`src/design/assert_macros.svh`:
```
// assertion macros shared by the tracker modules
`ifndef ASSERT_MACROS_SVH
`define ASSERT_MACROS_SVH

// property that must hold at every clock edge out of reset
`define LPVT_ASSERT(lbl, prop, msg) \
    lbl: assert property (@(posedge clk) disable iff (!rst_n) prop) else $error(msg);

// condition in the cycle after a trigger
`define LPVT_ASSERT_NEXT(lbl, ante, cons, msg) \
    lbl: assert property (@(posedge clk) disable iff (!rst_n) (ante) |=> (cons)) \
        else $error(msg);

`endif

```
`src/design/lpvt_pkg.sv`:
```
// shared types and constants of the lead point velocity tracker
package lpvt_pkg;

    localparam int MAX_AVG_DEF = 16;
    localparam int QUEUE_DEPTH = 4;
    localparam int LVL_W       = $clog2(QUEUE_DEPTH + 1);
    localparam int DIV_NUM_W   = 41;
    localparam int DIV_DEN_W   = 32;

    localparam logic [19:0] US_PER_S = 20'd1000000;

    // result status codes
    localparam logic [1:0] STAT_OK     = 2'd0;
    localparam logic [1:0] STAT_REJECT = 2'd1;
    localparam logic [1:0] STAT_NONE   = 2'd2;

    // register indexes
    localparam logic [2:0] REG_Z_LOW       = 3'd0;
    localparam logic [2:0] REG_Z_HIGH      = 3'd1;
    localparam logic [2:0] REG_FRONT_LEN   = 3'd2;
    localparam logic [2:0] REG_FRONT_HALFW = 3'd3;
    localparam logic [2:0] REG_REL_LIMIT   = 3'd4;
    localparam logic [2:0] REG_ABS_CAP     = 3'd5;
    localparam logic [2:0] REG_AVG_COUNT   = 3'd6;

    typedef struct packed {
        logic signed [19:0] z_low;
        logic signed [19:0] z_high;
        logic [18:0]        front_length;
        logic [18:0]        front_half_width;
        logic [16:0]        rel_speed_limit;
        logic signed [17:0] abs_speed_cap;
        logic [4:0]         avg_count;
    } cfg_t;

    // one finished frame handed from front to back
    typedef struct packed {
        logic               found;
        logic signed [19:0] x;
        logic signed [19:0] y;
        logic signed [19:0] z;
        logic [31:0]        ft;
        logic signed [17:0] ego;
    } frame_t;

    typedef struct packed {
        logic                 start;
        logic [DIV_NUM_W-1:0] num;
        logic [DIV_DEN_W-1:0] den;
    } div_req_t;

    typedef struct packed {
        logic                 busy;
        logic                 done;
        logic [DIV_NUM_W-1:0] quo;
    } div_rsp_t;

    typedef enum logic [3:0] {
        BK_IDLE,
        BK_PREP,
        BK_MUL,
        BK_CMP,
        BK_DIV_REL,
        BK_HIST,
        BK_AVG,
        BK_DIV_AVG,
        BK_OUT
    } back_state_t;

endpackage

```
`src/design/lpvt_divider.sv`:
```
// shared radix-2 restoring divider, one quotient bit per cycle
`include "assert_macros.svh"
module lpvt_divider (
    input  logic                 clk,
    input  logic                 rst_n,
    input  lpvt_pkg::div_req_t   req,
    output lpvt_pkg::div_rsp_t   rsp
);

    localparam int NW = lpvt_pkg::DIV_NUM_W;
    localparam int DW = lpvt_pkg::DIV_DEN_W;
    localparam int CNT_W = $clog2(NW + 1);

    logic [DW-1:0]    rem_reg, den_reg;
    logic [NW-1:0]    quo_reg;
    logic [CNT_W-1:0] cnt_reg;
    logic             busy_reg, done_reg;
    logic [DW:0]      shifted, diff;
    logic             ge;

    // one trial subtraction
    always_comb
    begin
        shifted = {rem_reg, quo_reg[NW-1]};
        diff    = shifted - {1'b0, den_reg};
        ge      = (shifted >= {1'b0, den_reg});
    end

    always_ff @(posedge clk or negedge rst_n)
    begin
        if (!rst_n)
        begin
            busy_reg <= 1'b0;
            done_reg <= 1'b0;
            cnt_reg  <= '0;
        end
        else if (req.start)
        begin
            busy_reg <= 1'b1;
            done_reg <= 1'b0;
            cnt_reg  <= CNT_W'(NW);
        end
        else if (busy_reg)
        begin
            cnt_reg <= cnt_reg - 1'b1;
            if (cnt_reg == CNT_W'(1))
            begin
                busy_reg <= 1'b0;
                done_reg <= 1'b1;
            end
        end
        else
        begin
            done_reg <= 1'b0;
        end
    end

    always_ff @(posedge clk)
    begin
        if (req.start)
        begin
            rem_reg <= '0;
            quo_reg <= req.num;
            den_reg <= req.den;
        end
        else if (busy_reg)
        begin
            rem_reg <= ge ? diff[DW-1:0] : shifted[DW-1:0];
            quo_reg <= {quo_reg[NW-2:0], ge};
        end
    end

    assign rsp.busy = busy_reg;
    assign rsp.done = done_reg;
    assign rsp.quo  = quo_reg;

    `LPVT_ASSERT(a_no_restart, req.start |-> !busy_reg, "divider restarted while busy")

endmodule

```
`config.mk`:
```
export PLATFORM = sky130hd
export DESIGN_NAME = lpvt_divider
export DESIGN_NICKNAME = d
export VERILOG_FILES = /design/src/design/lpvt_pkg.sv /design/src/design/lpvt_divider.sv
export VERILOG_INCLUDE_DIRS = /design/src /design/src/design
export SDC_FILE = /design/constraint.sdc
export NUM_CORES = 1
export LEC_CHECK = 0
export BUFFER_PORTS_ARGS = -buffer_cell sky130_fd_sc_hd__buf_2
export CAP_MARGIN = 20
export CORE_UTILIZATION = 30
export CTS_BUF_LIST = sky130_fd_sc_hd__clkbuf_4 sky130_fd_sc_hd__clkbuf_8 sky130_fd_sc_hd__clkbuf_16
export DETAILED_ROUTE_END_ITERATION = 16
export PLACE_DENSITY = 0.48
export SYNTH_ARGS = -nofsm -noshare
export SYNTH_HDL_FRONTEND = slang
export SYNTH_SLANG_ARGS = --single-unit
```
`constraint.sdc`:
```
create_clock -name clk -period 2.8 [get_ports clk]
set_input_delay 0.28 -clock clk [delete_from_list [all_inputs] [get_ports clk]]
set_output_delay 0.28 -clock clk [all_outputs]
set_load 0.02 [all_outputs]
```
==> results.md <==
- Netlist Area Pre-Place: around 6300 sq um
- Congestion Overflow GR: 0
- Number of H-tree levels: 4
- Sequential share of the synthesized area: 47.85%
- Row count: 52
- Wire length of the first global-routing pass: about 25000 um
- Layout Skew: approximately 0.014 ns
- Clk root buf: clkbuf_16
- Hold violation count in the final report: 0
- Gpl congestion: 0.8688
- Crit path required time: ~3.1 ns
- Area taken by multi-input logic gates: approximately 3300 sq um
- Max Clk Rate: between 0.3 and 0.4 GHz
- CP max stage cell: edfxtp_1
- Vias in the first global route: about 5200
- Worst Hold Class: input port to flip-flop
- DRC: 0
- Input/output buffers: around 120
- Clock insertion delay at the later pin of the skew report: 0.43 ns
- Status: completed
- Commonest non-fill, non-tap cells in the layout: buf_2, buf_4, edfxtp_1, nor2_1, mux2_2
- DR pass1 iterations: 4
- Final setup fails: 0
- Worst setup SP type: flip-flop
- Reg2Reg Depth: 11
- Initial Util: 30.93%
- Yosys cell types: 52
- DR WL/cell: about 15 um
- Net count after synthesis: 689
- Vias: between 5000 and 6000
- PwrDens: between 900 and 1000 nW/um^2
- Avg Cell Area, Syn: 10.97 sq um
- Hold Crit Endpoint: den_reg[20]
- Largest net degree at the start of global routing: 51
- Layout cells sized above 1: 40.90%
- Critical path arrival: 3.06 ns
- Worst Max-Slew Pin Slew: 0.5547 ns
- Setup total negative slack: 0 ns
- Fin nets: 878
- Area of the core: 20490 sq um
- Max-Slew Margin vs Limit: 63.02%
- Die Span Y: around 150 um
- Final WL: 15450 um
- Initial antenna violation count: 0
- Tmin final: 2.742 ns
- Synth Instances: between 500 and 600
- CTS tree: done
- Area growth syn-to-layout: 36.02%
- Commonest non-fill, non-tap cell in the layout: buf_2
- Max reg flops: 41
- Reg area: 3034 sq um
- Worst-path fanout max: 4
- Reg-to-reg endpoint: rem_reg[28]
- Critical Path End Type: flip-flop
- Period utilization: 97.93%
- Vias/cell: 4.823
- Post-synth top flop: edfxtp_1
- Min Hold Slack: about 0.03 ns
- Fillers: 2017
- WS Path Type: flip-flop to flip-flop
- R2r setup slk: 0.06 ns
- Antenna diodes: 0
- Async S/R FF share, synth: approximately 7%
- Hold Crit Start: req[20]
- Cell family with most CP delay: compound AO/OA/AOI/OAI gates
- Max Buffers Root-to-Sink: 2
- Critical path depth: 11
- Clk slew on worst S/H paths: 0.06 ns
- Register bit total from synthesis: 113
- Pre-CTS WS: -0.1833 ns
- Slowest stage delay, CP: ~0.37 ns
- Hpwl dp: 10990 um
- Max-cap violations: 0
- Peak VDD IR: ~0.38 mV
- Antenna-violating nets left: 0
- Placed Cells: 1005
- Crit-path most repeated cell: a2111oi_4
- Leakage: 3.727 nW
- Non-Filler Instances: 1050
- Die Width: 147.4 um
- Number of synthesized flops with an enable pin: between 70 and 80
- Die area: ~22000 sq um
- I/O Pins: 119
- Yosys warnings: 0
- Total chip power: ~8.3 mW
- Starting DRC count in detailed routing: 241
- Worst path cell trace: inv_1, ha_1, a21oi_1, nor3b_2, a2111oi_4, a31oi_2, a311o_1, a21o_1, a211o_1, nor4b_4, a2111oi_4
- Buf/Inv on CP: 1
- Hold depth: 1
- CTS Buf Count: 17
- Overall routing resource usage: around 15%
- R2r startpoint: den_reg[11]
- Sink Count: 113
- Slew Limit Fails: 0
- Unrepaired setup endpoints after global routing: true
- Final worst-path setup slack: between 0.05 and 0.06 ns
worst max path at each step:
stage	end	slack, ns	from
6_report	rem_reg[28]	0.06	den_reg[11]
5_1_grt	rem_reg[5]	-0.09	den_reg[2]
4_1_cts	rem_reg[2]	0.002	den_reg[9]
3_5_place_dp	rem_reg[28]	-0.18	quo_reg[40]
3_3_place_gp	rem_reg[28]	-0.13	quo_reg[40]
2_1_floorplan	rem_reg[28]	0.003	quo_reg[40]
repair_timing:
item,4_1_cts,5_1_grt
hold endpoints to repair,8,0
pin swaps,10,27
gates resized for setup,13,45
hold buffers,1,0
endpoints found under the setup margin,28,33
setup buffers,4,9
per-stage QoR:
| stage | util [%] | area, sq um |
|---|---|---|
| after floorplan | - | 6339 |
| after global placement | 37.35 | 7655 |
| after detailed placement | 37.35 | 7655 |
| after CTS | 40.54 | 8309 |
| after global routing | 42.07 | 8622 |
| final | 42.07 | 8622 |
cells in the mapped netlist, drive strengths merged, types with 2 or more instances:
cell	count	share of area [%]
o221ai	2	0.28
clkbuf	20	1.2
or3	3	0.30
nand3	10	0.79
dfxtp	32	10
a311oi	4	0.55
ha	34	6.7
and3	2	0.20
and2	3	0.30
a211oi	29	3.4
o31ai	2	0.24
a21o	18	2.1
a31oi	7	0.69
a2111oi	2	0.87
dfrtp	8	3.2
a31o	2	0.28
mux2	41	7.3
mux2i	27	4.3
a21boi	2	0.24
xor2	11	1.5
nor2b	8	0.79
a21oi	33	2.6
inv	41	2.4
o21a	4	0.47
nand4	4	0.39
edfxtp	73	35
buf	7	0.77
o21ai	18	1.4
nand2b	11	1.1
xnor2	19	2.6
nor4b	3	0.65
nor3	5	0.39
nor2	49	2.9
a211o	3	0.41
nor4	2	0.20
nor3b	3	0.36
nand2	22	1.3
and4	2	0.28
worst reg2reg max path: cells and delay by family (launching register included):
family | cells | cell delay [ns]
AO/OA/AOI/OAI | 7 | 1.72
flip-flops | 1 | 0.37
adder cells (fa/ha/maj) | 1 | 0.26
AND/OR/NAND/NOR | 2 | 0.22
buffers and inverters | 1 | 0.07
per-layer routing:
layer  vias to the layer above  wire length (um)  track usage, %
met4                         0               243           6.289
li1                       2519                 -               -
met3                        13               689           4.348
met1                      2427              7107           18.03
met2                       105              7404           23.61
met5                         -                 0               0
report_power, final:
part / switching [mW] / internal, mW / leakage (nW)
sequential: 0.229 / 2.12 / 1.10
clock: 0.911 / 1.17 / 0.270
combinational: 1.92 / 1.96 / 2.36
layout make-up:
class / instances / area share [%]
Clock buffer: 17 / 4.934
Clock inverter: 15 / 1.596
Inverter: 41 / 1.785
Multi-Input combinational cell: 397 / 38.51
Sequential cell: 113 / 35.19
Tap cell: 270 / 3.918
Timing Repair Buffer: 197 / 14.06
cell families (layout without fill, tap and decap cells):
logic type,count (synthesis),count (layout),synth area share [%]
AOI/OAI and AO/OA,135,135,14.88
and+or+nand+nor,129,129,10.17
DFF,113,113,47.85
muxes,68,68,11.55
buffers and inverters,68,270,4.382
adders and majority gates,35,35,7.027
xor gates and xnor gates,30,30,4.145
(Power assumes the default switching activity.)
