### src/design/assert_macros.svh
// assertion macros shared by the tracker modules
`ifndef ASSERT_MACROS_SVH
`define ASSERT_MACROS_SVH

// property that must hold at every clock edge out of reset
`define LPVT_ASSERT(lbl, prop, msg) \
    lbl: assert property (@(posedge clk) disable iff (!rst_n) prop) else $error(msg);

// condition in the cycle after a trigger
`define LPVT_ASSERT_NEXT(lbl, ante, cons, msg) \
    lbl: assert property (@(posedge clk) disable iff (!rst_n) (ante) |=> (cons)) \
        else $error(msg);

`endif

### src/design/lpvt_pkg.sv
// shared types and constants of the lead point velocity tracker
package lpvt_pkg;

    localparam int MAX_AVG_DEF = 16;
    localparam int QUEUE_DEPTH = 4;
    localparam int LVL_W       = $clog2(QUEUE_DEPTH + 1);
    localparam int DIV_NUM_W   = 41;
    localparam int DIV_DEN_W   = 32;

    localparam logic [19:0] US_PER_S = 20'd1000000;

    // result status codes
    localparam logic [1:0] STAT_OK     = 2'd0;
    localparam logic [1:0] STAT_REJECT = 2'd1;
    localparam logic [1:0] STAT_NONE   = 2'd2;

    // register indexes
    localparam logic [2:0] REG_Z_LOW       = 3'd0;
    localparam logic [2:0] REG_Z_HIGH      = 3'd1;
    localparam logic [2:0] REG_FRONT_LEN   = 3'd2;
    localparam logic [2:0] REG_FRONT_HALFW = 3'd3;
    localparam logic [2:0] REG_REL_LIMIT   = 3'd4;
    localparam logic [2:0] REG_ABS_CAP     = 3'd5;
    localparam logic [2:0] REG_AVG_COUNT   = 3'd6;

    typedef struct packed {
        logic signed [19:0] z_low;
        logic signed [19:0] z_high;
        logic [18:0]        front_length;
        logic [18:0]        front_half_width;
        logic [16:0]        rel_speed_limit;
        logic signed [17:0] abs_speed_cap;
        logic [4:0]         avg_count;
    } cfg_t;

    // one finished frame handed from front to back
    typedef struct packed {
        logic               found;
        logic signed [19:0] x;
        logic signed [19:0] y;
        logic signed [19:0] z;
        logic [31:0]        ft;
        logic signed [17:0] ego;
    } frame_t;

    typedef struct packed {
        logic                 start;
        logic [DIV_NUM_W-1:0] num;
        logic [DIV_DEN_W-1:0] den;
    } div_req_t;

    typedef struct packed {
        logic                 busy;
        logic                 done;
        logic [DIV_NUM_W-1:0] quo;
    } div_rsp_t;

    typedef enum logic [3:0] {
        BK_IDLE,
        BK_PREP,
        BK_MUL,
        BK_CMP,
        BK_DIV_REL,
        BK_HIST,
        BK_AVG,
        BK_DIV_AVG,
        BK_OUT
    } back_state_t;

endpackage

### src/design/lpvt_front.sv
// point front: filters points and keeps the nearest one of each frame
module lpvt_front (
    input  logic                       clk,
    input  logic                       rst_n,
    input  lpvt_pkg::cfg_t             cfg,
    input  logic                       in_valid,
    output logic                       in_ready,
    input  logic signed [19:0]         point_x,
    input  logic signed [19:0]         point_y,
    input  logic signed [19:0]         point_z,
    input  logic signed [19:0]         box_center_x,
    input  logic signed [19:0]         box_center_y,
    input  logic signed [15:0]         box_cos,
    input  logic signed [15:0]         box_sin,
    input  logic [15:0]                box_length,
    input  logic [15:0]                box_width,
    input  logic [31:0]                frame_time,
    input  logic signed [17:0]         ego_speed,
    input  logic                       last_point,
    input  logic [lpvt_pkg::LVL_W-1:0] q_level,
    output logic                       push,
    output lpvt_pkg::frame_t           push_word
);

    logic accept;
    logic signed [20:0] px21, py21, fl21, fhw21, fhw21_n;
    logic pre_keep;

    // stage 1
    logic s1_valid_reg;
    logic s1_pre_reg, s1_last_reg;
    logic signed [20:0] s1_dx_reg, s1_dy_reg;
    logic signed [15:0] s1_cs_reg, s1_sn_reg;
    logic [15:0] s1_bl_reg, s1_bw_reg;
    logic signed [19:0] s1_px_reg, s1_py_reg, s1_pz_reg;
    logic [31:0] s1_ft_reg;
    logic signed [17:0] s1_ego_reg;

    // stage 2
    logic s2_valid_reg;
    logic s2_pre_reg, s2_last_reg;
    logic signed [36:0] s2_p1_reg, s2_p2_reg, s2_p3_reg, s2_p4_reg;
    logic [15:0] s2_bl_reg, s2_bw_reg;
    logic signed [19:0] s2_px_reg, s2_py_reg, s2_pz_reg;
    logic [31:0] s2_ft_reg;
    logic signed [17:0] s2_ego_reg;

    // nearest point
    logic best_valid_reg, best_valid_next;
    logic signed [19:0] best_x_reg, best_y_reg, best_z_reg;
    logic signed [19:0] best_x_next, best_y_next, best_z_next;

    logic signed [37:0] u, v;
    logic [37:0] abs_u, abs_v;
    logic keep, take;

    // room for every word that may still come out of the pipe
    assign in_ready = (q_level <= lpvt_pkg::LVL_W'(lpvt_pkg::QUEUE_DEPTH - 3));
    assign accept   = in_valid & in_ready;

    // height band and corridor
    assign px21     = {point_x[19], point_x};
    assign py21     = {point_y[19], point_y};
    assign fl21     = {2'b00, cfg.front_length};
    assign fhw21    = {2'b00, cfg.front_half_width};
    assign fhw21_n  = -fhw21;
    assign pre_keep = (point_z >= cfg.z_low) && (point_z <= cfg.z_high) &&
                      !point_x[19] && (px21 <= fl21) &&
                      (py21 >= fhw21_n) && (py21 <= fhw21);

    always_ff @(posedge clk or negedge rst_n)
    begin
        if (!rst_n)
        begin
            s1_valid_reg   <= 1'b0;
            s2_valid_reg   <= 1'b0;
            best_valid_reg <= 1'b0;
        end
        else
        begin
            s1_valid_reg   <= accept;
            s2_valid_reg   <= s1_valid_reg;
            best_valid_reg <= best_valid_next;
        end
    end

    // stage 1: offsets from box centre
    always_ff @(posedge clk)
    begin
        if (accept)
        begin
            s1_pre_reg  <= pre_keep;
            s1_last_reg <= last_point;
            s1_dx_reg   <= px21 - {box_center_x[19], box_center_x};
            s1_dy_reg   <= py21 - {box_center_y[19], box_center_y};
            s1_cs_reg   <= box_cos;
            s1_sn_reg   <= box_sin;
            s1_bl_reg   <= box_length;
            s1_bw_reg   <= box_width;
            s1_px_reg   <= point_x;
            s1_py_reg   <= point_y;
            s1_pz_reg   <= point_z;
            s1_ft_reg   <= frame_time;
            s1_ego_reg  <= ego_speed;
        end
    end

    // stage 2: rotation products
    always_ff @(posedge clk)
    begin
        if (s1_valid_reg)
        begin
            s2_pre_reg  <= s1_pre_reg;
            s2_last_reg <= s1_last_reg;
            s2_p1_reg   <= s1_dx_reg * s1_cs_reg;
            s2_p2_reg   <= s1_dy_reg * s1_sn_reg;
            s2_p3_reg   <= s1_dy_reg * s1_cs_reg;
            s2_p4_reg   <= s1_dx_reg * s1_sn_reg;
            s2_bl_reg   <= s1_bl_reg;
            s2_bw_reg   <= s1_bw_reg;
            s2_px_reg   <= s1_px_reg;
            s2_py_reg   <= s1_py_reg;
            s2_pz_reg   <= s1_pz_reg;
            s2_ft_reg   <= s1_ft_reg;
            s2_ego_reg  <= s1_ego_reg;
        end
    end

    // stage 3: box test, nearest point, frame word
    always_comb
    begin
        u     = {s2_p1_reg[36], s2_p1_reg} + {s2_p2_reg[36], s2_p2_reg};
        v     = {s2_p3_reg[36], s2_p3_reg} - {s2_p4_reg[36], s2_p4_reg};
        abs_u = u[37] ? 38'(-u) : 38'(u);
        abs_v = v[37] ? 38'(-v) : 38'(v);
        keep  = s2_pre_reg &&
                ({abs_u, 1'b0} < {9'd0, s2_bl_reg, 14'd0}) &&
                ({abs_v, 1'b0} < {9'd0, s2_bw_reg, 14'd0});
        take  = s2_valid_reg && keep && (!best_valid_reg || (s2_px_reg < best_x_reg));

        best_valid_next = best_valid_reg;
        best_x_next     = best_x_reg;
        best_y_next     = best_y_reg;
        best_z_next     = best_z_reg;
        if (take)
        begin
            best_valid_next = 1'b1;
            best_x_next     = s2_px_reg;
            best_y_next     = s2_py_reg;
            best_z_next     = s2_pz_reg;
        end

        push            = s2_valid_reg && s2_last_reg;
        push_word.found = best_valid_next;
        push_word.x     = best_x_next;
        push_word.y     = best_y_next;
        push_word.z     = best_z_next;
        push_word.ft    = s2_ft_reg;
        push_word.ego   = s2_ego_reg;

        if (push)
        begin
            best_valid_next = 1'b0;
        end
    end

    always_ff @(posedge clk)
    begin
        best_x_reg <= best_x_next;
        best_y_reg <= best_y_next;
        best_z_reg <= best_z_next;
    end

endmodule

### config.mk
export PLATFORM = sky130hd
export DESIGN_NAME = lpvt_front
export DESIGN_NICKNAME = d
export VERILOG_FILES = /design/src/design/assert_macros.svh /design/src/design/lpvt_pkg.sv /design/src/design/lpvt_front.sv
export SDC_FILE = /design/constraint.sdc
export NUM_CORES = 2
export LEC_CHECK = 0
export BUFFER_PORTS_ARGS = -buffer_cell sky130_fd_sc_hd__buf_2
export CORE_MARGIN = 2
export CORE_UTILIZATION = 55
export DETAILED_ROUTE_END_ITERATION = 12
export PLACE_DENSITY = 0.76
export SLEW_MARGIN = 10
export SYNTH_ARGS = -nofsm -noshare
export SYNTH_HDL_FRONTEND = slang
export SYNTH_SLANG_ARGS = --single-unit
### constraint.sdc
create_clock -name clk -period 7.3 [get_ports clk]
set_input_delay 1.46 -clock clk [delete_from_list [all_inputs] [get_ports clk]]
set_output_delay 1.46 -clock clk [all_outputs]
set_load 0.005 [all_outputs]
==> results.toml <==
[run_status]
run_status = "finished, violations left"
violations = "negative setup slack"

[drt]
routed_wl_mm = 206.2
dr.pass1.iters = 7
antenna_left = 0
vias = 58150
drtIter0Drc = 4522
vias_per_cell = 5.506
drc = 0
wl_per_cell_um = 19.53

[timing]
slew_viol_final = 0
fin_skew_ns = 0.04478
finalSetupViolCount = 61
worst_slack_ns = -0.8225
slew_headroom_pct = 29.22
rsz0062_at_grt = "true"
hold_viol = 0
finalCritPeriodShare_pct = 111.3
worst_hold_slack_ns = 0.3981
tightest_slew_ns = 1.062
min_period_ns = 8.122
fmax_mhz = 123.1

[synth]
synthesis.area_sq_mm = 0.07823
synth_ff_type = "edfxtp_1"
postSynthCellCount = 7908
seq_area_frac_synth_pct = 21.21
yosysWarningCount = 0
ys_ff_latch = 573
synth_nets = 10210
synth_area_per_cell_sq_um = 9.892
ys_types = 95
ys_async_sr_fraction_pct = 0.5236
synth-edff-count = 510

[setup_path]
cp_slowest_stage_delay_ns = 0.40
crit_end = "push_word[76]"
crit_top_cell = "buf_4"
endpoint_kind = "output pin"
rr_startpoint = "s1_cs_reg[1]"
startpoint = "s2_p1_reg[5]"
slowest_stage = "or3_1"
reg2reg_setup_slack_ns = 0.15
r2r_end = "s2_p1_reg[35]"
worstPathMaxFanout = 11
r2r_cells = 25
required_ns = 5.84
crit_arrival_ns = 6.66
crit_path_start_kind = "register"
worst-setup-path-type = "register to output pin"

[clock_tree]
clk_pin_slew_ns = 0.06
cts_hold_buf = 0
cts_tree = "built"
numCtsBuffers = 67
clock_path_buffers = 3
cts_root_buf = "clkbuf_16"
cts_sinks = 573
clkLatencyLatePin_ns = 0.72
htree_levels = 3

[floorplan]
fp.dieArea_sq_mm = 0.1453
core_sq_mm = 0.1414
num_io_pins = 452
die_w_um = 381.1
die_h_um = 381.1
initial_core_util_pct = 55.32
std_cell_rows = 138

[placed_design]
routabilityCongestion = 0.9245
port_buffers = 410
dp_cells = 10370
placed_cell_area_sq_mm = 0.08556
dp_hpwl_mm = 164.8

[finish]
fillCellCount = 11140
final_util_pct = 63.22
final_common_cell = "inv_1"
areaGrowthSynthToFinish_pct = 14.28
instances_no_fill = 10560
layout_common_cells = "inv_1, fa_1, nand2_1"
design_area_sq_mm = 0.08940
final_net_count = 10890
drive_above_1_share_pct = 13.89

[worst_hold_path]
min_path_cells = 0
hold_class = "register to register"
worstHoldStart = "s1_bw_reg[4]"

[job]
drv_cap = 0

[global_route]
grtUsageTotal_pct = 28.71
antenna_found_initial = 28
grt_max_degree = 142
overflow = 0
first_global_vias = 61340
grt_pass1_wl_mm = 327.8
## cell usage after synthesis, drive strengths merged (36+ instances only)
cell type / instances / area share (%)
inv: 1796 / 8.6
fa: 1332 / 34
nand2: 894 / 4.3
ha: 630 / 10
and2: 542 / 4.3
edfxtp: 510 / 20
clkbuf: 284 / 1.4
nor2: 243 / 1.2
a21oi: 220 / 1.4
xnor2: 206 / 2.3
o21ai: 156 / 1.0
a21o: 102 / 0.98
nand2b: 87 / 0.70
nor3: 77 / 0.49
mux2: 63 / 1.2
nand3: 63 / 0.40
dfxtp: 60 / 1.5
o21a: 54 / 0.52
nand4: 53 / 0.45
xor2: 49 / 0.55
nor2b: 47 / 0.38
a211oi: 36 / 0.35
## timing repair
action	4_1_cts	5_1_grt
pin swaps	26	40
buffers inserted	14	28
gates cloned	1	3
endpoints found under the setup margin	70	86
resized for setup	54	124
## worst max-delay path, delay by kind of cell, from the launching register on
kind	cells	cell delay, ns
AO/OA/AOI/OAI	10	1.89
adder cells (fa/ha/maj)	2	0.59
multiplexers	1	0.32
buffers and inverters	9	1.45
AND/OR/NAND/NOR	6	1.04
flip-flops	1	0.37
XOR/XNOR	1	0.25
## per-stage QoR
| step | setup TNS, ns | setup WS (ns) |
|---|---|---|
| floorplan | 0 | 0.006565 |
| global placement | -40.62 | -0.7056 |
| detailed placement | -48.23 | -0.8383 |
| CTS | -59.74 | -1.016 |
| global route | -69.22 | -1.163 |
| finish | -47.80 | -0.8225 |
## final cells by class
| cell class | count | area [sq um] | area share (%) |
|---|---|---|---|
| diodes | 27 | 67.56 | 0.07558 |
| clock buffers | 81 | 1812 | 2.027 |
| clock inverters | 42 | 579.3 | 0.6480 |
| inverters | 1798 | 6749 | 7.550 |
| multi-input cells | 5242 | 54240 | 60.68 |
| flip-flops and latches | 573 | 16590 | 18.56 |
| well taps | 1890 | 2365 | 2.645 |
| repair buffers | 908 | 6985 | 7.814 |
## how the worst min path moves through the flow
| stage | to |
|---|---|
| 3_3_place_gp | s2_ego_reg[11] |
| 6_report | s2_bw_reg[4] |
| 4_1_cts | s2_bw_reg[4] |
| 5_1_grt | s2_pz_reg[12] |
| 3_5_place_dp | s2_bl_reg[2] |
| 2_1_floorplan | s2_bl_reg[0] |
## cell families (layout without fill, tap and decap cells)
group           count (synthesis)  after routing  share of synthesized area, %
other cells                     0             27                             0
simple gates                 2144           2144                         13.47
mux                            75             75                         1.348
xor+xnor                      255            255                         2.855
fa+ha+maj                    1962           1962                         44.17
buf+inv                      2093           2829                         10.10
compound gates                806            806                         6.852
flops                         573            573                         21.21
## routing by layer
layer	GRT usage (%)	share of wire, %
met5	0	0.038
met4	13.28	5.5
met3	6.143	8.7
met2	46.30	47
met1	37.16	39
Power is left out: the tool's default activity adds up to more than one toggle a clock period on the data nets, which glitch-free logic cannot reach.
