[src/design/assert_macros.svh]
// assertion macros shared by the tracker modules
`ifndef ASSERT_MACROS_SVH
`define ASSERT_MACROS_SVH

// property that must hold at every clock edge out of reset
`define LPVT_ASSERT(lbl, prop, msg) \
    lbl: assert property (@(posedge clk) disable iff (!rst_n) prop) else $error(msg);

// condition in the cycle after a trigger
`define LPVT_ASSERT_NEXT(lbl, ante, cons, msg) \
    lbl: assert property (@(posedge clk) disable iff (!rst_n) (ante) |=> (cons)) \
        else $error(msg);

`endif

[src/design/lpvt_pkg.sv]
// shared types and constants of the lead point velocity tracker
package lpvt_pkg;

    localparam int MAX_AVG_DEF = 16;
    localparam int QUEUE_DEPTH = 4;
    localparam int LVL_W       = $clog2(QUEUE_DEPTH + 1);
    localparam int DIV_NUM_W   = 41;
    localparam int DIV_DEN_W   = 32;

    localparam logic [19:0] US_PER_S = 20'd1000000;

    // result status codes
    localparam logic [1:0] STAT_OK     = 2'd0;
    localparam logic [1:0] STAT_REJECT = 2'd1;
    localparam logic [1:0] STAT_NONE   = 2'd2;

    // register indexes
    localparam logic [2:0] REG_Z_LOW       = 3'd0;
    localparam logic [2:0] REG_Z_HIGH      = 3'd1;
    localparam logic [2:0] REG_FRONT_LEN   = 3'd2;
    localparam logic [2:0] REG_FRONT_HALFW = 3'd3;
    localparam logic [2:0] REG_REL_LIMIT   = 3'd4;
    localparam logic [2:0] REG_ABS_CAP     = 3'd5;
    localparam logic [2:0] REG_AVG_COUNT   = 3'd6;

    typedef struct packed {
        logic signed [19:0] z_low;
        logic signed [19:0] z_high;
        logic [18:0]        front_length;
        logic [18:0]        front_half_width;
        logic [16:0]        rel_speed_limit;
        logic signed [17:0] abs_speed_cap;
        logic [4:0]         avg_count;
    } cfg_t;

    // one finished frame handed from front to back
    typedef struct packed {
        logic               found;
        logic signed [19:0] x;
        logic signed [19:0] y;
        logic signed [19:0] z;
        logic [31:0]        ft;
        logic signed [17:0] ego;
    } frame_t;

    typedef struct packed {
        logic                 start;
        logic [DIV_NUM_W-1:0] num;
        logic [DIV_DEN_W-1:0] den;
    } div_req_t;

    typedef struct packed {
        logic                 busy;
        logic                 done;
        logic [DIV_NUM_W-1:0] quo;
    } div_rsp_t;

    typedef enum logic [3:0] {
        BK_IDLE,
        BK_PREP,
        BK_MUL,
        BK_CMP,
        BK_DIV_REL,
        BK_HIST,
        BK_AVG,
        BK_DIV_AVG,
        BK_OUT
    } back_state_t;

endpackage

[src/design/lpvt_back.sv]
// speed back: relative speed, clamp, moving average and result word
`include "assert_macros.svh"
module lpvt_back #(
    parameter int MAX_AVG = lpvt_pkg::MAX_AVG_DEF
) (
    input  logic                      clk,
    input  logic                      rst_n,
    input  lpvt_pkg::cfg_t            cfg,
    input  logic                      q_empty,
    input  lpvt_pkg::frame_t          pop_word,
    output logic                      pop,
    output lpvt_pkg::div_req_t        div_req,
    input  lpvt_pkg::div_rsp_t        div_rsp,
    output logic                      out_valid,
    input  logic                      out_ready,
    output logic [1:0]                status,
    output logic signed [17:0]        avg_speed,
    output logic signed [19:0]        near_x,
    output logic signed [19:0]        near_y,
    output logic signed [19:0]        near_z
);

    localparam int IW = (MAX_AVG > 1) ? $clog2(MAX_AVG) : 1;
    localparam int CW = $clog2(MAX_AVG + 1);
    localparam int SW = 18 + CW;
    localparam int NW = lpvt_pkg::DIV_NUM_W;

    lpvt_pkg::back_state_t state_reg, state_next;
    lpvt_pkg::frame_t      word_reg;

    logic [31:0]        prev_time_reg;
    logic signed [19:0] prev_x_reg;
    logic signed [17:0] hist_reg [MAX_AVG];
    logic [CW-1:0]      hcount_reg, hcount_next;
    logic [IW-1:0]      head_reg, head_next;
    logic signed [SW-1:0] hsum_reg, hsum_next;

    logic [31:0]        dt_reg;
    logic signed [20:0] dxp_reg;
    logic [40:0]        prodx_reg;
    logic [48:0]        prodl_reg;
    logic signed [18:0] rel_reg, rel_next;

    logic [1:0]         status_reg, status_next;
    logic signed [17:0] avg_reg, avg_next;

    logic [20:0]        abs_dxp;
    logic [18:0]        qrel;
    logic [17:0]        qavg;
    logic signed [19:0] a_sum, a_clamp, cap20;
    logic signed [17:0] a_val;
    logic [7:0]         n_eff, hcount8;
    logic               drop, hist_we;
    logic [IW+1:0]      old_tmp;
    logic [IW-1:0]      old_idx;
    logic [SW-1:0]      abs_sum;

    // pieces of the speed path
    always_comb
    begin
        abs_dxp = dxp_reg[20] ? 21'(-dxp_reg) : 21'(dxp_reg);
        qrel    = div_rsp.quo[18:0];
        qavg    = div_rsp.quo[17:0];
        a_sum   = {rel_reg[18], rel_reg} + {{2{word_reg.ego[17]}}, word_reg.ego};
        cap20   = {{2{cfg.abs_speed_cap[17]}}, cfg.abs_speed_cap};
        a_clamp = (a_sum > cap20) ? cap20 : a_sum;
        if (a_clamp < -20'sd131072)
        begin
            a_clamp = -20'sd131072;
        end
        a_val   = a_clamp[17:0];

        // effective average length
        n_eff = {3'd0, cfg.avg_count};
        if (n_eff == 8'd0)
        begin
            n_eff = 8'd1;
        end
        else if (n_eff > 8'(MAX_AVG))
        begin
            n_eff = 8'(MAX_AVG);
        end
        hcount8 = 8'(hcount_reg);
        drop    = (hcount8 >= n_eff);

        // oldest entry of the ring
        old_tmp = (IW+2)'(head_reg) + (IW+2)'(MAX_AVG) - (IW+2)'(hcount_reg);
        if (old_tmp >= (IW+2)'(MAX_AVG))
        begin
            old_tmp = old_tmp - (IW+2)'(MAX_AVG);
        end
        old_idx = old_tmp[IW-1:0];

        abs_sum = hsum_reg[SW-1] ? SW'(-hsum_reg) : SW'(hsum_reg);
    end

    // sequencer
    always_comb
    begin
        state_next  = state_reg;
        pop         = 1'b0;
        div_req     = '0;
        rel_next    = rel_reg;
        status_next = status_reg;
        avg_next    = avg_reg;
        hist_we     = 1'b0;
        hcount_next = hcount_reg;
        head_next   = head_reg;
        hsum_next   = hsum_reg;

        unique case (state_reg)
            lpvt_pkg::BK_IDLE:
            begin
                if (!q_empty)
                begin
                    pop        = 1'b1;
                    state_next = lpvt_pkg::BK_PREP;
                end
            end
            lpvt_pkg::BK_PREP:
            begin
                if (!word_reg.found)
                begin
                    status_next = lpvt_pkg::STAT_NONE;
                    avg_next    = '0;
                    state_next  = lpvt_pkg::BK_OUT;
                end
                else if (hcount_reg == '0)
                begin
                    rel_next   = '0;
                    state_next = lpvt_pkg::BK_HIST;
                end
                else
                begin
                    state_next = lpvt_pkg::BK_MUL;
                end
            end
            lpvt_pkg::BK_MUL:
            begin
                state_next = lpvt_pkg::BK_CMP;
            end
            lpvt_pkg::BK_CMP:
            begin
                if ((dt_reg == '0) || ({8'd0, prodx_reg} > prodl_reg))
                begin
                    status_next = lpvt_pkg::STAT_REJECT;
                    avg_next    = '0;
                    state_next  = lpvt_pkg::BK_OUT;
                end
                else
                begin
                    div_req.start = 1'b1;
                    div_req.num   = prodx_reg;
                    div_req.den   = dt_reg;
                    state_next    = lpvt_pkg::BK_DIV_REL;
                end
            end
            lpvt_pkg::BK_DIV_REL:
            begin
                if (div_rsp.done)
                begin
                    rel_next   = dxp_reg[20] ? 19'(-qrel) : qrel;
                    state_next = lpvt_pkg::BK_HIST;
                end
            end
            lpvt_pkg::BK_HIST:
            begin
                hist_we     = 1'b1;
                hsum_next   = hsum_reg - (drop ? SW'(hist_reg[old_idx]) : SW'(0)) + SW'(a_val);
                hcount_next = hcount_reg - CW'(drop) + CW'(1);
                head_next   = (head_reg == IW'(MAX_AVG - 1)) ? '0 : head_reg + 1'b1;
                state_next  = lpvt_pkg::BK_AVG;
            end
            lpvt_pkg::BK_AVG:
            begin
                div_req.start = 1'b1;
                div_req.num   = NW'(abs_sum);
                div_req.den   = 32'(hcount_reg);
                state_next    = lpvt_pkg::BK_DIV_AVG;
            end
            lpvt_pkg::BK_DIV_AVG:
            begin
                if (div_rsp.done)
                begin
                    avg_next    = hsum_reg[SW-1] ? 18'(-qavg) : 18'(qavg);
                    status_next = lpvt_pkg::STAT_OK;
                    state_next  = lpvt_pkg::BK_OUT;
                end
            end
            lpvt_pkg::BK_OUT:
            begin
                if (out_ready)
                begin
                    state_next = lpvt_pkg::BK_IDLE;
                end
            end
            default:
            begin
                state_next = lpvt_pkg::BK_IDLE;
            end
        endcase
    end

    // control state
    always_ff @(posedge clk or negedge rst_n)
    begin
        if (!rst_n)
        begin
            state_reg     <= lpvt_pkg::BK_IDLE;
            prev_time_reg <= '0;
            prev_x_reg    <= '0;
            hcount_reg    <= '0;
            head_reg      <= '0;
            hsum_reg      <= '0;
        end
        else
        begin
            state_reg  <= state_next;
            hcount_reg <= hcount_next;
            head_reg   <= head_next;
            hsum_reg   <= hsum_next;
            if (hist_we)
            begin
                prev_time_reg <= word_reg.ft;
                prev_x_reg    <= word_reg.x;
            end
        end
    end

    // datapath registers
    always_ff @(posedge clk)
    begin
        if (pop)
        begin
            word_reg <= pop_word;
        end
        if (state_reg == lpvt_pkg::BK_PREP)
        begin
            dt_reg  <= word_reg.ft - prev_time_reg;
            dxp_reg <= {word_reg.x[19], word_reg.x} - {prev_x_reg[19], prev_x_reg};
        end
        if (state_reg == lpvt_pkg::BK_MUL)
        begin
            prodx_reg <= 41'(abs_dxp) * 41'(lpvt_pkg::US_PER_S);
            prodl_reg <= 49'(cfg.rel_speed_limit) * 49'(dt_reg);
        end
        if (hist_we)
        begin
            hist_reg[head_reg] <= a_val;
        end
        rel_reg    <= rel_next;
        status_reg <= status_next;
        avg_reg    <= avg_next;
    end

    assign out_valid = (state_reg == lpvt_pkg::BK_OUT);
    assign status    = status_reg;
    assign avg_speed = avg_reg;
    assign near_x    = (status_reg == lpvt_pkg::STAT_NONE) ? 20'sd0 : word_reg.x;
    assign near_y    = (status_reg == lpvt_pkg::STAT_NONE) ? 20'sd0 : word_reg.y;
    assign near_z    = (status_reg == lpvt_pkg::STAT_NONE) ? 20'sd0 : word_reg.z;

    `LPVT_ASSERT(a_hist_bound, hcount_reg <= CW'(MAX_AVG), "history count beyond depth")
    `LPVT_ASSERT(a_pop_idle, pop |-> (state_reg == lpvt_pkg::BK_IDLE), "pop outside idle")
    `LPVT_ASSERT_NEXT(a_pop_prep, pop, state_reg == lpvt_pkg::BK_PREP, "pop not followed by prep")

endmodule
[config.mk]
export PLATFORM = sky130hd
export DESIGN_NAME = lpvt_back
export DESIGN_NICKNAME = d
export VERILOG_FILES = /design/src/design/lpvt_pkg.sv /design/src/design/lpvt_back.sv
export VERILOG_INCLUDE_DIRS = /design/src /design/src/design
export SDC_FILE = /design/constraint.sdc
export NUM_CORES = 2
export LEC_CHECK = 0
export BUFFER_PORTS_ARGS = -buffer_cell sky130_fd_sc_hd__buf_2
export CORE_MARGIN = 2
export CORE_UTILIZATION = 31
export CTS_CLUSTER_SIZE = 14
export DETAILED_ROUTE_END_ITERATION = 10
export PLACE_DENSITY = 0.59
export SYNTH_ARGS = -nofsm -noshare
export SYNTH_HDL_FRONTEND = slang
export SYNTH_SLANG_ARGS = --single-unit
[constraint.sdc]
create_clock -name clk -period 23.9 [get_ports clk]
set_clock_uncertainty 0.05 [all_clocks]
set_input_delay 0 -clock clk [delete_from_list [all_inputs] [get_ports clk]]
set_output_delay 0 -clock clk [all_outputs]
set_load 0.005 [all_outputs]
==> impl_metrics.env <==
export IMPL_max_freq_mhz=116
export IMPL_cp_common_cell="a21oi_1"
export IMPL_hold_violations=0
export IMPL_grt_max_degree=81
export IMPL_drt_pass1_iterations=5
export IMPL_cpPeakStageDelay_ns=0.50
export IMPL_synth_compound_area_share_pct=7.54
export IMPL_ant_nets=0
export IMPL_layout_drive_gt1_share_pct=11.7
export IMPL_tightest_slew_ns=1.19
export IMPL_grt_pass1_vias=38700
export IMPL_synth_xor_area_share_pct=3.73
export IMPL_syn_num_nets=6168
export IMPL_hp_class="in -> reg"
export IMPL_final_setup_viol_count=0
export IMPL_placed_cell_area_um2=58300
export IMPL_cts_setup_buffers=0
export IMPL_clk_pin_slew_worst_paths_ns=0.06
export IMPL_finalSetupTns_ns=0
export IMPL_ys_ff_latch=663
export IMPL_slew_headroom_pct=20.6
export IMPL_cts_resized=0
export IMPL_core_um2=172000
export IMPL_wl_per_cell_um=19.1
export IMPL_r2r_start="word_reg[0]"
export IMPL_hold_start="pop_word[39]"
export IMPL_start_kind="register"
export IMPL_start_util_pct=31.3
export IMPL_synth_async_sr_flop_share_pct=13.3
export IMPL_netlist_instances=4924
export IMPL_worstSetupPathType="reg -> reg"
export IMPL_fin_area_um2=62400
export IMPL_largest_reg_flops=288
export IMPL_r2r_end="hsum_reg[22]"
export IMPL_wirelength_um=148000
export IMPL_muxShareOfSynthArea_pct=3.72
export IMPL_placementRows=152
export IMPL_viasPerCell=4.76
export IMPL_path_max_fanout=15
export IMPL_avgSynthCellArea_um2=10.9
export IMPL_die_width_um=421
export IMPL_grt_usage_pct=16.8
export IMPL_gp_routability_congestion=0.934
export IMPL_antenna_found_initial=16
export IMPL_synthSimpleGateAreaFrac_pct=11.8
export IMPL_synth_lib_cells_used_distinct=76
export IMPL_cts_buffers=68
export IMPL_hold_end="word_reg[39]"
export IMPL_hpwl_um=112000
export IMPL_syn_to_final_growth_pct=15.8
export IMPL_ys_flop_type="edfxtp_1"
export IMPL_final_cell_mix="inv_1, nand2_1, edfxtp_1"
export IMPL_min_period_ns=8.62
export IMPL_synth_adder_area_share_pct=30.2
export IMPL_clkSinkCount=663
export IMPL_drv_slew=0
export IMPL_hold_path_depth=2
export IMPL_syn_area_um2=53900
export IMPL_yosysWarningCount=0
export IMPL_vias=36900
export IMPL_crit_path_end_kind="register"
export IMPL_layout_commonest_cell="inv_1"
export IMPL_die_y_um=421
export IMPL_first_iter_violations=2142
export IMPL_htreeDepth=3
export IMPL_cpMaxStageDelayCell="fa_1"
export IMPL_synth_top_family_by_area="adder cells"
export IMPL_die_area_um2=177000
export IMPL_rr_worst_depth=37
export IMPL_grt_ovfl_total=0
export IMPL_status="complete, no violations"
export IMPL_cts_buffer_depth=3
export IMPL_multi_input_area_um2=30800
export IMPL_crit_arrival_ns=9.10
export IMPL_maxCapViolCount=0
export IMPL_synth_edf_count=575
export IMPL_io_pins=432
export IMPL_cts_tree="yes"
export IMPL_worstSkewPairLatency_ns=0.66
export IMPL_drc=0
export IMPL_ff_latch_area_um2=19500
export IMPL_nFillCells=16900
export IMPL_timing_final_crit_share_pct=36.1
export IMPL_ys_seq_area_share_pct=36.1
export IMPL_cp_required_ns=24.38
export IMPL_rrSetupSlack_ns=15.28
export IMPL_ctsRootBufferMaster="clkbuf_16"
export IMPL_grt_pass1_wl_um=227000
export IMPL_rsz0062_at_grt="false"
export IMPL_io_buffers=330
export IMPL_final_nets=6619
## through the flow
stage | setup WS (ns) | util (%) | hold WS (ns) | std cells
after global routing | 14.72 | 36.2 | 0.0167 | 7739
after global placement | 15.34 | 33.9 | -0.0683 | 7436
final | 15.28 | 36.3 | 0.0263 | 7748
after CTS | 15.21 | 36.2 | 0.00144 | 7735
after floorplan | 10.70 | - | -0.346 | 4924
after detailed placement | 15.23 | 33.9 | -0.0625 | 7436
## routing by layer
layer | vias up | wire, µm | global-route usage (%)
met3 | 263 | 6470 | 1.89
met2 | 881 | 76700 | 30.4
met4 | 8 | 7250 | 7.87
met5 | - | 57 | 0
met1 | 18600 | 57900 | 19.8
li1 | 17100 | - | -
## cell usage after synthesis, drive strengths merged (3+ instances only)
cell type / count / area, µm²
a21o: 82 / 616
a2111oi: 5 / 50.0
clkbuf: 181 / 679
o21bai: 17 / 128
nand2b: 43 / 269
a211oi: 46 / 345
edfxtp: 575 / 17300
o21ai: 187 / 936
or2: 25 / 156
fa: 555 / 11100
mux4: 72 / 1620
ha: 413 / 5170
xor2: 81 / 709
inv: 768 / 2880
a31o: 3 / 26.3
buf: 22 / 109
o211ai: 6 / 45.0
nor2b: 47 / 294
a22o: 22 / 193
o31a: 5 / 45.0
nand4: 21 / 131
nand2: 624 / 2340
and2: 257 / 1610
a31oi: 10 / 62.6
o21a: 31 / 233
a41oi: 3 / 26.3
dfrtp: 88 / 2200
nor3: 31 / 155
nor4b: 4 / 35.0
a211o: 6 / 52.6
and3: 18 / 113
a21oi: 161 / 806
nor4: 19 / 119
a21boi: 5 / 37.5
nor2: 184 / 693
o31ai: 14 / 124
o41ai: 7 / 61.3
mux2i: 37 / 370
xnor2: 146 / 1280
a311oi: 5 / 56.3
or4: 6 / 45.0
nand3: 39 / 195
o211a: 4 / 40.0
or3: 22 / 160
## critical path, delay by kind of cell, from the launching register on
kind	cells	cell delay [ns]
muxes	1	0.16
adders and majority gates	5	1.76
buffers and inverters	2	0.38
and+or+nand+nor	7	1.25
xor gates and xnor gates	3	0.39
AOI/OAI and AO/OA	19	4.12
DFF	1	0.39
## worst max path at each step
stage	startpoint	end	slack, ns	depth (start not counted)
after floorplan	state_reg[0]	word_reg[0]	10.70	3
after global placement	word_reg[0]	hsum_reg[22]	15.34	37
after detailed placement	word_reg[0]	hsum_reg[22]	15.23	37
after CTS	word_reg[0]	hsum_reg[22]	15.21	37
after global routing	word_reg[0]	hsum_reg[22]	14.72	37
final	word_reg[0]	hsum_reg[22]	15.28	37
## timing repair
item                                    4_1_cts  5_1_grt
hold buffers                                179        0
endpoints found under the setup margin        0        0
endpoints found under the hold margin       240        0
## cells by family (layout without fill, tap and decap cells)
| group | Yosys count | after routing |
|---|---|---|
| multiplexers | 110 | 110 |
| AO/OA/AOI/OAI | 638 | 638 |
| buffers and inverters | 971 | 1472 |
| XOR/XNOR | 228 | 228 |
| adder cells (fa/ha/maj) | 968 | 968 |
| other | 0 | 13 |
| AND/OR/NAND/NOR | 1346 | 1346 |
| flip-flops | 663 | 663 |
## layout make-up
type | count | share of cell area, %
repair buffers | 584 | 6.44
multi-input cells | 3290 | 49.4
clock inverters | 28 | 0.533
well taps | 2310 | 4.63
flip-flops and latches | 663 | 31.2
diodes | 13 | 0.0521
inverters | 768 | 4.62
clock buffers | 92 | 3.09
Power is not shown: default switching activity piles up to over one toggle a cycle in this logic, so the estimate is an artifact.
